==> src/rtl/dual_timer_counter_modes_macros.svh <==
// ----------------------------------------------------------------------------
// dual_timer_counter_modes_macros
// Assertion macros for the dual timer/counter block.
// ----------------------------------------------------------------------------
`ifndef DUAL_TIMER_COUNTER_MODES_MACROS_SVH
`define DUAL_TIMER_COUNTER_MODES_MACROS_SVH

`ifndef SYNTHESIS

// same-cycle implication
`define DTC_ASSERT_IMPL(label, clk, rst, ante, cons) \
   label: assert property (@(posedge clk) disable iff (rst) (ante) |-> (cons)) \
      else $error("dtc assertion failed");

// next-cycle implication
`define DTC_ASSERT_NEXT(label, clk, rst, ante, cons) \
   label: assert property (@(posedge clk) disable iff (rst) (ante) |=> (cons)) \
      else $error("dtc assertion failed");

`else

`define DTC_ASSERT_IMPL(label, clk, rst, ante, cons)
`define DTC_ASSERT_NEXT(label, clk, rst, ante, cons)

`endif

`endif

==> src/rtl/dtc_pkg.sv <==
// ----------------------------------------------------------------------------
// dtc_pkg
// Types, codes and the counter advance function of the dual timer/counter.
// ----------------------------------------------------------------------------
package dtc_pkg;

   typedef enum logic [1:0] {
      OP_TICK  = 2'd0,
      OP_WRITE = 2'd1,
      OP_CLEAR = 2'd2,
      OP_NOP   = 2'd3
   } op_type;

   typedef enum logic [1:0] {
      SEL_LOW0  = 2'd0,
      SEL_HIGH0 = 2'd1,
      SEL_LOW1  = 2'd2,
      SEL_HIGH1 = 2'd3
   } sel_type;

   typedef enum logic [1:0] {
      MODE_13BIT  = 2'd0,
      MODE_16BIT  = 2'd1,
      MODE_RELOAD = 2'd2,
      MODE_SPLIT  = 2'd3
   } mode_type;

   localparam int GATE0_BIT = 3;
   localparam int CTR0_BIT  = 2;
   localparam int GATE1_BIT = 7;
   localparam int CTR1_BIT  = 6;

   localparam logic [7:0] MODE_RESET = 8'h00;

   typedef struct packed {
      logic [7:0] lo;
      logic [7:0] hi;
      logic       ovf;
   } adv_type;

   function automatic adv_type advance(input logic [7:0] lo, input logic [7:0] hi,
                                       input mode_type mode, input logic [4:0] inc);
      logic [5:0] sum_pre;
      logic [8:0] sum;
      adv_type    res;
      sum_pre = {1'b0, lo[4:0]} + {1'b0, inc};
      sum     = {1'b0, lo} + {4'd0, inc};
      res.lo  = lo;
      res.hi  = hi;
      res.ovf = 1'b0;
      unique case (mode)
         MODE_13BIT: begin
            res.lo = {lo[7:5], sum_pre[4:0]};
            if (sum_pre[5]) begin
               res.hi  = hi + 8'd1;
               res.ovf = (hi == 8'hFF);
            end
         end
         MODE_16BIT: begin
            res.lo = sum[7:0];
            if (sum[8]) begin
               res.hi  = hi + 8'd1;
               res.ovf = (hi == 8'hFF);
            end
         end
         MODE_RELOAD: begin
            if (sum[8]) begin
               res.lo  = sum[7:0] + hi;
               res.ovf = 1'b1;
            end else begin
               res.lo = sum[7:0];
            end
         end
         MODE_SPLIT: begin
            res.lo  = sum[7:0];
            res.ovf = sum[8];
         end
      endcase
      return res;
   endfunction

endpackage

==> src/rtl/dual_timer_counter_modes.sv <==
// ----------------------------------------------------------------------------
// dual_timer_counter_modes
// Two timer/counters with gate, counter select and four modes per timer.
// ----------------------------------------------------------------------------
// Usage:
//   req_*  : one transaction per tick, byte write, flag clear or no-op (req_op).
//   rsp_*  : one transaction per request, the counter bytes and flags after
//            the step, plus the timer 1 stop request.
//   csr_*  : write of the mode register; always ready, write only when the
//            block has no pending response.
// A request that is accepted gives its registered response in the cycle
// after. Throughput is one request per cycle while no response waits, set by
// the single state update between the counter registers and themselves.
// The response register acts as the output stage: while rsp_ready is low
// and a response waits, req_ready is low; otherwise a request is taken
// every cycle, also in the cycle the waiting response leaves.
// Synchronous reset clears counters, flags, pin history, the mode register
// and the response valid; the block is ready in the first cycle after.
// ----------------------------------------------------------------------------
`include "dual_timer_counter_modes_macros.svh"

module dual_timer_counter_modes (
   input  logic       clock,
   input  logic       reset,
   input  logic       csr_valid,
   output logic       csr_ready,
   input  logic [7:0] csr_data,
   input  logic       req_valid,
   output logic       req_ready,
   input  logic [1:0] req_op,
   input  logic [4:0] req_elapsed_cycles,
   input  logic       req_run0,
   input  logic       req_run1,
   input  logic       req_int0_pin,
   input  logic       req_int1_pin,
   input  logic       req_t0_pin,
   input  logic       req_t1_pin,
   input  logic [1:0] req_byte_select,
   input  logic [7:0] req_write_value,
   output logic       rsp_valid,
   input  logic       rsp_ready,
   output logic [7:0] rsp_low0,
   output logic [7:0] rsp_high0,
   output logic [7:0] rsp_low1,
   output logic [7:0] rsp_high1,
   output logic       rsp_flag0,
   output logic       rsp_flag1,
   output logic       rsp_stop_timer1
);

   logic [7:0] mode_ff;
   logic [7:0] count0_low_ff, count0_low_in, count0_high_ff, count0_high_in;
   logic [7:0] count1_low_ff, count1_low_in, count1_high_ff, count1_high_in;
   logic       overflow0_ff, overflow0_in, overflow1_ff, overflow1_in;
   logic       last_t0_ff, last_t0_in, last_t1_ff, last_t1_in;
   logic       stop_ff, stop_in;
   logic       rsp_valid_ff, rsp_valid_in;
   logic       accept;

   dtc_pkg::op_type   op;
   dtc_pkg::sel_type  sel;
   dtc_pkg::mode_type mode0, mode1;
   dtc_pkg::adv_type  adv0, adv1;
   logic              en0, en1, ctr0, ctr1, cnt0, cnt1;
   logic [4:0]        inc0, inc1;
   logic [8:0]        split_sum;
   logic [7:0]        high0_mid;

   assign csr_ready = 1'b1;
   assign req_ready = !rsp_valid_ff || rsp_ready;
   assign accept    = req_valid && req_ready;

   assign op    = dtc_pkg::op_type'(req_op);
   assign sel   = dtc_pkg::sel_type'(req_byte_select);
   assign mode0 = dtc_pkg::mode_type'(mode_ff[1:0]);
   assign mode1 = dtc_pkg::mode_type'(mode_ff[5:4]);

   assign en0  = req_run0 && (!mode_ff[dtc_pkg::GATE0_BIT] || req_int0_pin);
   assign en1  = req_run1 && (!mode_ff[dtc_pkg::GATE1_BIT] || req_int1_pin);
   assign ctr0 = mode_ff[dtc_pkg::CTR0_BIT];
   assign ctr1 = mode_ff[dtc_pkg::CTR1_BIT];
   assign cnt0 = en0 && (!ctr0 || (last_t0_ff && !req_t0_pin));
   assign cnt1 = en1 && (!ctr1 || (last_t1_ff && !req_t1_pin));
   assign inc0 = ctr0 ? 5'd1 : req_elapsed_cycles;
   assign inc1 = ctr1 ? 5'd1 : req_elapsed_cycles;

   assign adv0 = dtc_pkg::advance(count0_low_ff, count0_high_ff, mode0, inc0);
   assign adv1 = dtc_pkg::advance(count1_low_ff, count1_high_ff, mode1, inc1);

   assign high0_mid = cnt0 ? adv0.hi : count0_high_ff;
   assign split_sum = {1'b0, high0_mid} + {4'd0, req_elapsed_cycles};

   always_comb begin
      count0_low_in  = count0_low_ff;
      count0_high_in = count0_high_ff;
      count1_low_in  = count1_low_ff;
      count1_high_in = count1_high_ff;
      overflow0_in   = overflow0_ff;
      overflow1_in   = overflow1_ff;
      last_t0_in     = last_t0_ff;
      last_t1_in     = last_t1_ff;
      stop_in        = 1'b0;
      unique case (op)
         dtc_pkg::OP_TICK: begin
            if (cnt0) begin
               count0_low_in  = adv0.lo;
               count0_high_in = adv0.hi;
               if (adv0.ovf) overflow0_in = 1'b1;
            end
            if (en0) last_t0_in = req_t0_pin;
            // split mode: high byte of timer 0 runs on timer 1's run bit
            if (mode0 == dtc_pkg::MODE_SPLIT && req_run1) begin
               count0_high_in = split_sum[7:0];
               if (split_sum[8]) overflow1_in = 1'b1;
            end
            if (cnt1) begin
               if (mode1 == dtc_pkg::MODE_SPLIT) begin
                  stop_in = 1'b1;
               end else begin
                  count1_low_in  = adv1.lo;
                  count1_high_in = adv1.hi;
                  if (adv1.ovf) overflow1_in = 1'b1;
               end
            end
            if (en1) last_t1_in = req_t1_pin;
         end
         dtc_pkg::OP_WRITE: begin
            unique case (sel)
               dtc_pkg::SEL_LOW0:  count0_low_in  = req_write_value;
               dtc_pkg::SEL_HIGH0: count0_high_in = req_write_value;
               dtc_pkg::SEL_LOW1:  count1_low_in  = req_write_value;
               dtc_pkg::SEL_HIGH1: count1_high_in = req_write_value;
            endcase
         end
         dtc_pkg::OP_CLEAR: begin
            if (req_write_value[0]) overflow0_in = 1'b0;
            if (req_write_value[1]) overflow1_in = 1'b0;
         end
         dtc_pkg::OP_NOP: begin
         end
      endcase
   end

   always_comb begin
      rsp_valid_in = rsp_valid_ff && !rsp_ready;
      if (accept) rsp_valid_in = 1'b1;
   end

   always_ff @(posedge clock) begin
      if (reset) begin
         mode_ff        <= dtc_pkg::MODE_RESET;
         count0_low_ff  <= 8'd0;
         count0_high_ff <= 8'd0;
         count1_low_ff  <= 8'd0;
         count1_high_ff <= 8'd0;
         overflow0_ff   <= 1'b0;
         overflow1_ff   <= 1'b0;
         last_t0_ff     <= 1'b0;
         last_t1_ff     <= 1'b0;
         stop_ff        <= 1'b0;
         rsp_valid_ff   <= 1'b0;
      end else begin
         rsp_valid_ff <= rsp_valid_in;
         if (csr_valid) mode_ff <= csr_data;
         if (accept) begin
            count0_low_ff  <= count0_low_in;
            count0_high_ff <= count0_high_in;
            count1_low_ff  <= count1_low_in;
            count1_high_ff <= count1_high_in;
            overflow0_ff   <= overflow0_in;
            overflow1_ff   <= overflow1_in;
            last_t0_ff     <= last_t0_in;
            last_t1_ff     <= last_t1_in;
            stop_ff        <= stop_in;
         end
      end
   end

   assign rsp_valid       = rsp_valid_ff;
   assign rsp_low0        = count0_low_ff;
   assign rsp_high0       = count0_high_ff;
   assign rsp_low1        = count1_low_ff;
   assign rsp_high1       = count1_high_ff;
   assign rsp_flag0       = overflow0_ff;
   assign rsp_flag1       = overflow1_ff;
   assign rsp_stop_timer1 = stop_ff;

   `DTC_ASSERT_NEXT(a_accept_gives_rsp, clock, reset, accept, rsp_valid)
   `DTC_ASSERT_IMPL(a_stall_blocks_req, clock, reset, rsp_valid && !rsp_ready, !req_ready)
   `DTC_ASSERT_NEXT(a_no_stop_off_tick, clock, reset,
                    accept && req_op != dtc_pkg::OP_TICK, !rsp_stop_timer1)
   `DTC_ASSERT_NEXT(a_write_low0, clock, reset,
                    accept && req_op == dtc_pkg::OP_WRITE && req_byte_select == dtc_pkg::SEL_LOW0,
                    rsp_low0 == $past(req_write_value))

endmodule

==> config.mk <==
export PLATFORM = sky130hd
export DESIGN_NAME = dual_timer_counter_modes
export DESIGN_NICKNAME = d
export VERILOG_FILES = /design/src/rtl/dtc_pkg.sv /design/src/rtl/dual_timer_counter_modes.sv
export VERILOG_INCLUDE_DIRS = /design/src /design/src/rtl
export SDC_FILE = /design/constraint.sdc
export NUM_CORES = 1
export LEC_CHECK = 0
export BUFFER_PORTS_ARGS = -buffer_cell sky130_fd_sc_hd__buf_2
export CORE_MARGIN = 2
export CORE_UTILIZATION = 34
export DETAILED_ROUTE_END_ITERATION = 8
export PLACE_DENSITY = 0.63
export SLEW_MARGIN = 0
export SYNTH_ARGS = -nofsm -noshare
export SYNTH_HDL_FRONTEND = slang
export SYNTH_SLANG_ARGS = --single-unit
==> constraint.sdc <==
create_clock -name clock -period 4.39 [get_ports clock]
set_input_delay 0.2195 -clock clock [delete_from_list [all_inputs] [get_ports clock]]
set_output_delay 0.2195 -clock clock [all_outputs]
set_load 0.02 [all_outputs]
== After elaboration in Yosys (flattened, before gate mapping) ==
Cells that the tools add are included.
W data, S select, Z words.

* Bits in registers: 46
* Bits of input ports: 36
* Output and inout port bits: 38
* Word-level logic and storage cells: 135

* $add $sub $neg: 9
* Eq/ne operators: 28
* Muxes and demuxes: 46
* Reductions and logical operators: 39

{| class="wikitable"
|+ Operators with widths
! operator !! number
|-
| $mux W8 || 13
|-
| $pmux W8 S2 || 6
|-
| $pmux W8 S3 || 2
|-
| $mux W9 || 4
|-
| $add A8 B5 Y9 || 3
|-
| $ne A2 B2 Y1 const B || 9
|-
| $add A8 B1 Y8 const B || 2
|-
| $add A8 B8 Y8 || 2
|-
| $eq A8 B8 Y1 const B || 2
|-
| $mux W1 || 15
|-
| $reduce_and A5 Y1 || 3
|-
| $eq A2 B2 Y1 const B || 7
|-
| $add A5 B5 Y6 || 2
|-
| $reduce_and A3 Y1 || 4
|-
| $mux W5 || 2
|-
| $logic_and A1 B1 Y1 || 9
|-
| $eq A2 B1 Y1 const B || 4
|-
| $logic_not A1 Y1 || 8
|-
| $logic_not A2 Y1 || 4
|-
| $pmux W1 S4 || 2
|-
| $reduce_and A8 Y1 || 1
|-
| $ne A2 B1 Y1 const B || 3
|-
| $ne A3 B3 Y1 const B || 2
|-
| $reduce_and A6 Y1 || 1
|-
| 6 further kinds || 12
|}

== Depth between registers and ports, before layout ==
Gate-level depths: netlist (run 1).

* Depth in word-level cells: 12
* Depth in mapped cells: 17
* Depth with buffers taken out: 17

== Worst setup path before layout (run 1) ==
Ideal clock, no wire load.

* Path kind: register to register
* From: reg mode_ff[2]
* To: reg count0_high_ff[4], in the netlist rsp_high0[4]
* Library setup time: 0.122 ns
* Arrival: 3.645 ns
* Required time: 4.268 ns
* Setup slack: 0.624 ns
* Cell stages (with the launch flop): 18
* Path buffers: 0
* Period minus slack after synthesis: 3.766 ns
* Path through: dfxtp_1 > or2_2 > ha_1 > fa_1 > a211oi_2 > o21bai_4 > or4b_4 > nand2_1 > xnor2_1 > ha_1 > inv_1 > fa_1 > nor2_1 > o21ai_0 > a21boi_0 > a21oi_1 > or3_1 > o311a_1

* Word-level cells in the longest chain between the ends: 8
* Elaborated cells on any way between the ends: 13
* Classes of those cells: 3 x add/sub; 7 x mux; 3 x reduce/logical

{| class="wikitable"
|+ Ends and longest elaborated chain
! what !! line !! source
|-
| from (decl) || dual_timer_counter_modes.sv:51 || <nowiki>logic [7:0] mode_ff;</nowiki>
|-
| from (signal assigned) || dual_timer_counter_modes.sv:151 || <nowiki>mode_ff <= dtc_pkg::MODE_RESET;</nowiki>
|-
| from (signal assigned) || dual_timer_counter_modes.sv:164 || <nowiki>if (csr_valid) mode_ff <= csr_data;</nowiki>
|-
| $mux W5 || dual_timer_counter_modes.sv:84 || <nowiki>assign inc0 = ctr0 ? 5'd1 : req_elapsed_cycles;</nowiki>
|-
| $add A8 B5 Y9 / $add A5 B5 Y6 (equally long branches) || dtc_pkg.sv:47, dtc_pkg.sv:46 ||
|-
| $mux W9 (on tied branches) || dtc_pkg.sv:61, dtc_pkg.sv:54 ||
|-
| $pmux W8 S2 || dtc_pkg.sv:51 || <nowiki>unique case (mode)</nowiki>
|-
| $mux W8 (*) || dual_timer_counter_modes.sv:105 || <nowiki>if (cnt0) begin</nowiki>
|-
| $add A8 B5 Y9 || dual_timer_counter_modes.sv:91 || <nowiki>assign split_sum = {1'b0, high0_mid} + {4'd0, req_elapsed_cycles};</nowiki>
|-
| $mux W8 (*) || dual_timer_counter_modes.sv:112 || <nowiki>if (mode0 == dtc_pkg::MODE_SPLIT && req_run1) begin</nowiki>
|-
| $pmux W8 S2 (*) || dual_timer_counter_modes.sv:103 || <nowiki>unique case (op)</nowiki>
|-
| to (signal assigned) || dual_timer_counter_modes.sv:167 || <nowiki>count0_high_ff <= count0_high_in;</nowiki>
|-
| to (decl) || dual_timer_counter_modes.sv:52 || <nowiki>logic [7:0] count0_low_ff, count0_low_in, count0_high_ff, count0_high_in;</nowiki>
|}

Every way passes the cells marked *; elsewhere a longest branch is shown, timed or not.
A chain may end at the register's enable or synchronous reset.

== Worst setup path in the final report (run 1) ==
Same ends and word-level chain as after synthesis.

==> flow_metrics.tcl, run 1 <==
set metrics [dict create \
    finalHoldViolations 0 \
    grt_pass1_wl_mm 21.7 \
    grt_max_degree 43 \
    post_cts_hold_buffer_count 0 \
    synth_edf_count 0 \
    setup_violations 0 \
    r2r_cells 17 \
    port_buffers 72 \
    cts_tree "built" \
    synth_nets 649 \
    cp_slowest_cell "fa_1" \
    cts.sinks 46 \
    yosysMostFrequentCell "nand2_1" \
    drt-pass1-iter-count 5 \
    dieArea_mm2 0.0137 \
    power_density_mw_per_mm2 233 \
    yosysTopAreaCell "dfxtp_1" \
    place.gp.congestion 0.914 \
    fin_crit_sh_pct 94.0 \
    path_buf_inv 1 \
    finalClockSkew_ns 0.00469 \
    wl_per_cell_um 17.1 \
    drive_gt1_share_pct 16.2 \
    ys_ff_latch 46 \
    final_area_mm2 0.00502 \
    cts_buffers 5 \
    irDropWorstVdd_mv 0.135 \
    crit_path_max_fanout 7 \
    antenna_found_initial 0 \
    yosys.area.top_type_share_pct 21.2 \
    crit_type "register to register" \
    rows 41 \
    total_power_mw 1.17 \
    max_freq_mhz 242 \
    ys_warn_count 0 \
    critical-path-top-delay-family "adder cells" \
    avgSynthCellArea_um2 7.58 \
    crit_chain "or2_2, ha_1, fa_1, a211oi_2, o21bai_4, or4b_4, nand2_1, xnor2_1, ha_1, inv_1, fa_1, nor2_1, o21ai_0, a21boi_1, a21oi_1, or3_1, o311a_1" \
    p_leak_nw 2.09 \
    die_y_um 117 \
    synth_flop_cell "dfxtp_1" \
    fin_ws_ns 0.263 \
    drt-total-wl_mm 13.8 \
    met2_usage_pct 36.3 \
    hold_path_class "input pin to register" \
    end_kind "register" \
    synthesis.area_mm2 0.00434 \
    nets 711 \
    cap_viol_max_count 0 \
    maxSlewViolCount 0 \
    path_depth 17 \
    drt.antenna.violating_nets 0 \
    multi_input_comb_area_mm2 0.00320 \
    drt_iter0_markers 227 \
    grtUsageTotal_pct 20.5 \
    grtUsageMet3_pct 3.45 \
    pre_cts_ws_ns 0.280 \
    netlist_instances 573 \
    hpwl_mm 10.8 \
    via_count 4588 \
    htree_num_levels 2 \
    grt-ovfl-total 0 \
    grt-busiest-layer "met2" \
    cts_root_buf "clkbuf_16" \
    via_per_inst 5.68 \
    start_util_pct 34.6 \
    core_area_mm2 0.0126 \
    min_path_cells 3 \
    fillers 1322 \
    slew_headroom_pct 19.6 \
    worstSetupStartpointType "register" \
    fin_setup_tns_ns 0 \
    cts.clk_slew.worst_paths_ns 0.07 \
    cts_buffer_depth 2 \
    crit_arrival_ns 4.33 \
    synthTopCellsByArea "dfxtp_1 21%, ha_1 10%, nand2_1 4.8%, nor2_1 4.7%, a21oi_1 4.5%" \
    hold-worst-slack_ns 0.148 \
    synth_common_cells "56 x nand2_1, 54 x nor2_1, 46 x dfxtp_1" \
    timing.final.crit_period_ns 4.13 \
    register_area_um2 921 \
    tightest_slew_ns 1.19 \
    ys_types 71 \
    num_io_pins 74 \
    rsz0062_at_grt "false" \
    area_growth_pct 15.6 \
    crit_required_ns 4.59 \
    seq_area_frac_synth_pct 21.2 \
    placed_cell_area_mm2 0.00487 \
    use_met1_pct 25.5 \
    slowest_delay_ns 0.44 \
    async_reset_ff_share_pct 0 \
    outcome "finished clean" \
    grt_pass1_vias 4378 \
    die_x_um 117 \
    drc_errors 0 \
    clk_latency_ns 0.31 \
    insertedDiodeCount 0 \
]
==> logic make-up (layout without fill, tap and decap cells) <==
kind of cell	after synthesis	count (layout)	share of synthesized area, %
other	1	1	0.0863
xor gates and xnor gates	27	27	5.44
buffers and inverters	58	121	5.13
adders and majority gates	40	40	12.4
DFF	46	46	21.2
muxes	16	16	3.72
and+or+nand+nor	206	206	23.0
AOI/OAI and AO/OA	179	179	29.0
==> power breakdown <==
part	total (mW)	internal [mW]	switching, mW
clock	0.408	0.227	0.181
combinational	0.304	0.119	0.184
sequential	0.458	0.433	0.0247
total	1.17	0.779	0.390
==> final timing paths <==
path | from | end | slack, ns
min reg2reg | rsp_low0[3] | rsp_low0[3] | 0.49
max reg2reg | mode_ff[2] | rsp_high0[4] | 0.26
min | csr_data[7] | mode_ff[7] | 0.15
max | mode_ff[2] | rsp_high0[4] | 0.26
==> layout by cell type (no fill, tap or decap), types with 5 or more instances in the layout <==
master,count
a211o_1,6
a211oi_1,6
a21boi_0,7
a21o_1,9
a21oi_1,39
a311oi_1,5
buf_2,72
buf_4,6
clkbuf_16,5
dfxtp_1,46
fa_1,5
ha_1,35
inv_1,34
mux2i_1,15
nand2_1,56
nand2b_1,7
nand3_1,28
nor2_1,54
nor2b_1,14
nor3_1,10
o211ai_1,11
o21a_1,10
o21ai_0,30
o31ai_1,10
or2_2,5
xnor2_1,21
xor2_1,6
==> sequential cells by signal, summed over array words and instances, names as in the netlist <==
name,count
last_t0_ff,1
last_t1_ff,1
mode_ff,8
rsp_flag0,1
rsp_flag1,1
rsp_high0,8
rsp_high1,8
rsp_low0,8
rsp_low1,8
rsp_stop_timer1,1
rsp_valid,1
==> metal layers <==
metal / wire [um] / part of all wire, % / vias up
met2: 6890 / 50 / 156
met1: 5820 / 42 / 2189
met5: 0 / 0 / -
li1: - / - / 2224
met3: 874 / 6.3 / 19
met4: 236 / 1.7 / 0
==> timing repair <==
action	in CTS	in global routing
gates resized for setup	0	1
setup endpoints to repair	0	3
buffers inserted	0	0
==> area by class of cell <==
cell class / instances / share of cell area [%]
inverter: 35 / 2.62
timing repair buffer: 78 / 8.07
clock buffer: 7 / 2.84
multi-input combinational: 469 / 63.7
sequential: 46 / 18.3
tap: 172 / 4.29
clock inverter: 1 / 0.0997
==> worst reg2reg max path, cell delays in order (launching register included) <==
cell	delay, ns
dfxtp_1	0.37
or2_2	0.32
ha_1	0.23
fa_1	0.44
a211oi_2	0.28
o21bai_4	0.13
or4b_4	0.25
nand2_1	0.16
xnor2_1	0.26
ha_1	0.22
inv_1	0.06
fa_1	0.39
nor2_1	0.11
o21ai_0	0.10
a21boi_1	0.21
a21oi_1	0.05
or3_1	0.32
o311a_1	0.11
==> per-stage QoR <==
| step | util [%] | std cells |
|---|---|---|
| finish | 40.0 | 808 |
| global route | 40.0 | 808 |
| CTS | 40.0 | 808 |
| detailed placement | 38.8 | 800 |
| global placement | 38.8 | 800 |
| floorplan | - | 573 |
No activity file was read; power rests on OpenSTA's default activity.
==> run 2, diff against run 1 <==
--- a/config.mk
+++ b/config.mk
@@ -7,8 +7,9 @@
 export NUM_CORES = 1
 export LEC_CHECK = 0
 export BUFFER_PORTS_ARGS = -buffer_cell sky130_fd_sc_hd__buf_2
-export CORE_MARGIN = 2
+export CORE_MARGIN = 3
 export CORE_UTILIZATION = 34
+export CTS_CLUSTER_DIAMETER = 30
 export DETAILED_ROUTE_END_ITERATION = 8
 export PLACE_DENSITY = 0.63
 export SLEW_MARGIN = 0
==> flow_metrics.tcl, run 2 (synthesis gave the netlist of run 1 again) <==
set metrics [dict create \
    internal-power_uw 760 \
    drt.antenna.violating_nets 0 \
    rrSetupSlack_ns 0.23 \
    die_y_um 119 \
    r2r_start "mode_ff[2]" \
    cts.clk_slew.worst_paths_ns 0.06 \
    critical-path-top-delay-family "adder cells" \
    wl_per_cell_um 17.2 \
    place.gp.congestion 0.901 \
    path_depth 17 \
    antenna_found_initial 0 \
    crit_path_max_fanout 7 \
    fin_ws_ns 0.228 \
    cts_buffer_depth 2 \
    finalNonFillerCells 804 \
    rows 40 \
    via_per_inst 5.61 \
    power_density_mw_per_mm2 226 \
    slew_headroom_pct 41.5 \
    cts_root_buf "clkbuf_16" \
    core_area_mm2 0.0123 \
    cts.sinks 46 \
    insertedDiodeCount 0 \
    end_kind "register" \
    crit_chain "or2_2, ha_1, fa_1, a211oi_2, o21bai_4, or4b_4, nand2_1, xnor2_2, ha_1, inv_1, fa_1, nor2_1, o21ai_0, a21boi_1, o211ai_1, nor3_1, o21a_1" \
    outcome "finished clean" \
    fin_setup_tns_ns 0 \
    most-common-layout-cells "72 x buf_2, 56 x nand2_1, 54 x nor2_1, 46 x dfxtp_1, 39 x a21oi_1" \
    hpwl_mm 10.7 \
    placedCellCount 797 \
    pwr-share-clk_pct 32.8 \
    switching_share_pct 33.1 \
    drt-total-wl_mm 13.9 \
    grt-ovfl-total 0 \
    path_buf_inv 1 \
    drc_errors 0 \
    grtUsageTotal_pct 19.2 \
    cts_tree "built" \
    start_util_pct 35.4 \
    finalHoldViolations 0 \
    finalClockSkew_ns 0.00307 \
    irDropWorstVdd_mv 0.152 \
    pre_cts_ws_ns 0.233 \
    fin_util_pct 40.9 \
    slowest_delay_ns 0.45 \
    fin_crit_sh_pct 94.8 \
    power_frac_comb_pct 26.8 \
    via_count 4514 \
    area_growth_pct 15.5 \
    port_buffers 72 \
    nets 712 \
    timing.final.crit_period_ns 4.16 \
    crit_type "register to register" \
    num_io_pins 74 \
    max_freq_mhz 240 \
    grt_pass1_vias 4477 \
    r2r_cells 17 \
    drt-pass1-iter-count 5 \
    crit_required_ns 4.63 \
    total_power_mw 1.14 \
    htree_num_levels 2 \
    crit_arrival_ns 4.40 \
    cp_slowest_cell "fa_1" \
    seqPwrFrac_pct 40.3 \
    cap_viol_max_count 0 \
    die_x_um 119 \
    p_leak_nw 2.10 \
    cp-startpoint "mode_ff[2]" \
    hold_path_class "input pin to register" \
    drive_gt1_share_pct 16.5 \
    final_common_cell "buf_2" \
    setup_violations 0 \
    maxSlewViolCount 0 \
    grt_max_degree 43 \
    rsz0062_at_grt "false" \
    switchingPower_uw 376 \
    reg2reg_to "rsp_flag1" \
    fillers 1260 \
    tightest_slew_ns 0.876 \
    clk_latency_ns 0.29 \
    grt_pass1_wl_mm 22.4 \
    drt_iter0_markers 252 \
    dieArea_mm2 0.0142 \
    post_cts.repair.setup_buffers 0 \
    worstSetupStartpointType "register" \
    worstSetupEndpoint "rsp_flag1" \
    cts_buffers 5 \
]
==> run 2: cell types whose count changed in the layout (fill, tap and decap cells not counted), sizes merged <==
cell / change
clkbuf: -2
buf: +1
clkinv: +1
==> run 2: worst min-delay path by stage <==
stage                startpoint          end  slack, ns  depth (start not counted)
detailed placement  csr_data[0]   mode_ff[0]       0.47                          3
global route        csr_data[0]   mode_ff[0]       0.19                          3
CTS                 csr_data[3]   mode_ff[3]       0.18                          3
global placement    csr_data[7]   mode_ff[7]       0.46                          3
finish              csr_data[3]   mode_ff[3]       0.17                          3
floorplan                 reset  rsp_low0[7]       0.32                          1
==> run 2: layout make-up <==
| type | count | area [um^2] | area share [%] |
|---|---|---|---|
| clock buffers | 5 | 125 | 2.49 |
| clock inverters | 2 | 10.0 | 0.199 |
| inverters | 35 | 131 | 2.62 |
| multi-input cells | 469 | 3210 | 63.9 |
| flip-flops and latches | 46 | 921 | 18.3 |
| well taps | 168 | 210 | 4.19 |
| repair buffers | 79 | 413 | 8.23 |
==> run 2: what timing repair did <==
item	CTS	global route
resized for setup	0	2
hold buffers	0	0
setup endpoints to repair	0	3
==> run 2: tightest hold or removal path: cells and delay by family <==
| kind | cells | cell delay, ns |
|---|---|---|
| buf+inv | 1 | 0.08 |
| mux | 1 | 0.05 |
| simple gates | 1 | 0.07 |
==> run 2: routing by layer <==
layer,up-vias,GRT usage [%],wire [um]
li1,2226,-,-
met2,149,32.6,6580
met1,2109,24.6,6050
met4,0,6.01,323
met5,-,0,0
met3,30,3.47,912
==> run 2: power groups by stage <==
stage / sequential, mW / combinational (mW) / clock, mW
2_1_floorplan: 0.472 / 0.200 / 0
3_3_place_gp: 0.466 / 0.293 / 0
3_5_place_dp: 0.467 / 0.300 / 0
4_1_cts: 0.458 / 0.303 / 0.379
5_1_grt: 0.461 / 0.338 / 0.396
6_report: 0.458 / 0.305 / 0.373
==> run 2: per-stage QoR <==
step | cell area (um^2) | hold WS [ns]
floorplan | 4340 | 0.321
detailed placement | 4880 | 0.472
finish | 5020 | 0.168
CTS | 5010 | 0.176
global placement | 4880 | 0.458
global route | 5020 | 0.190
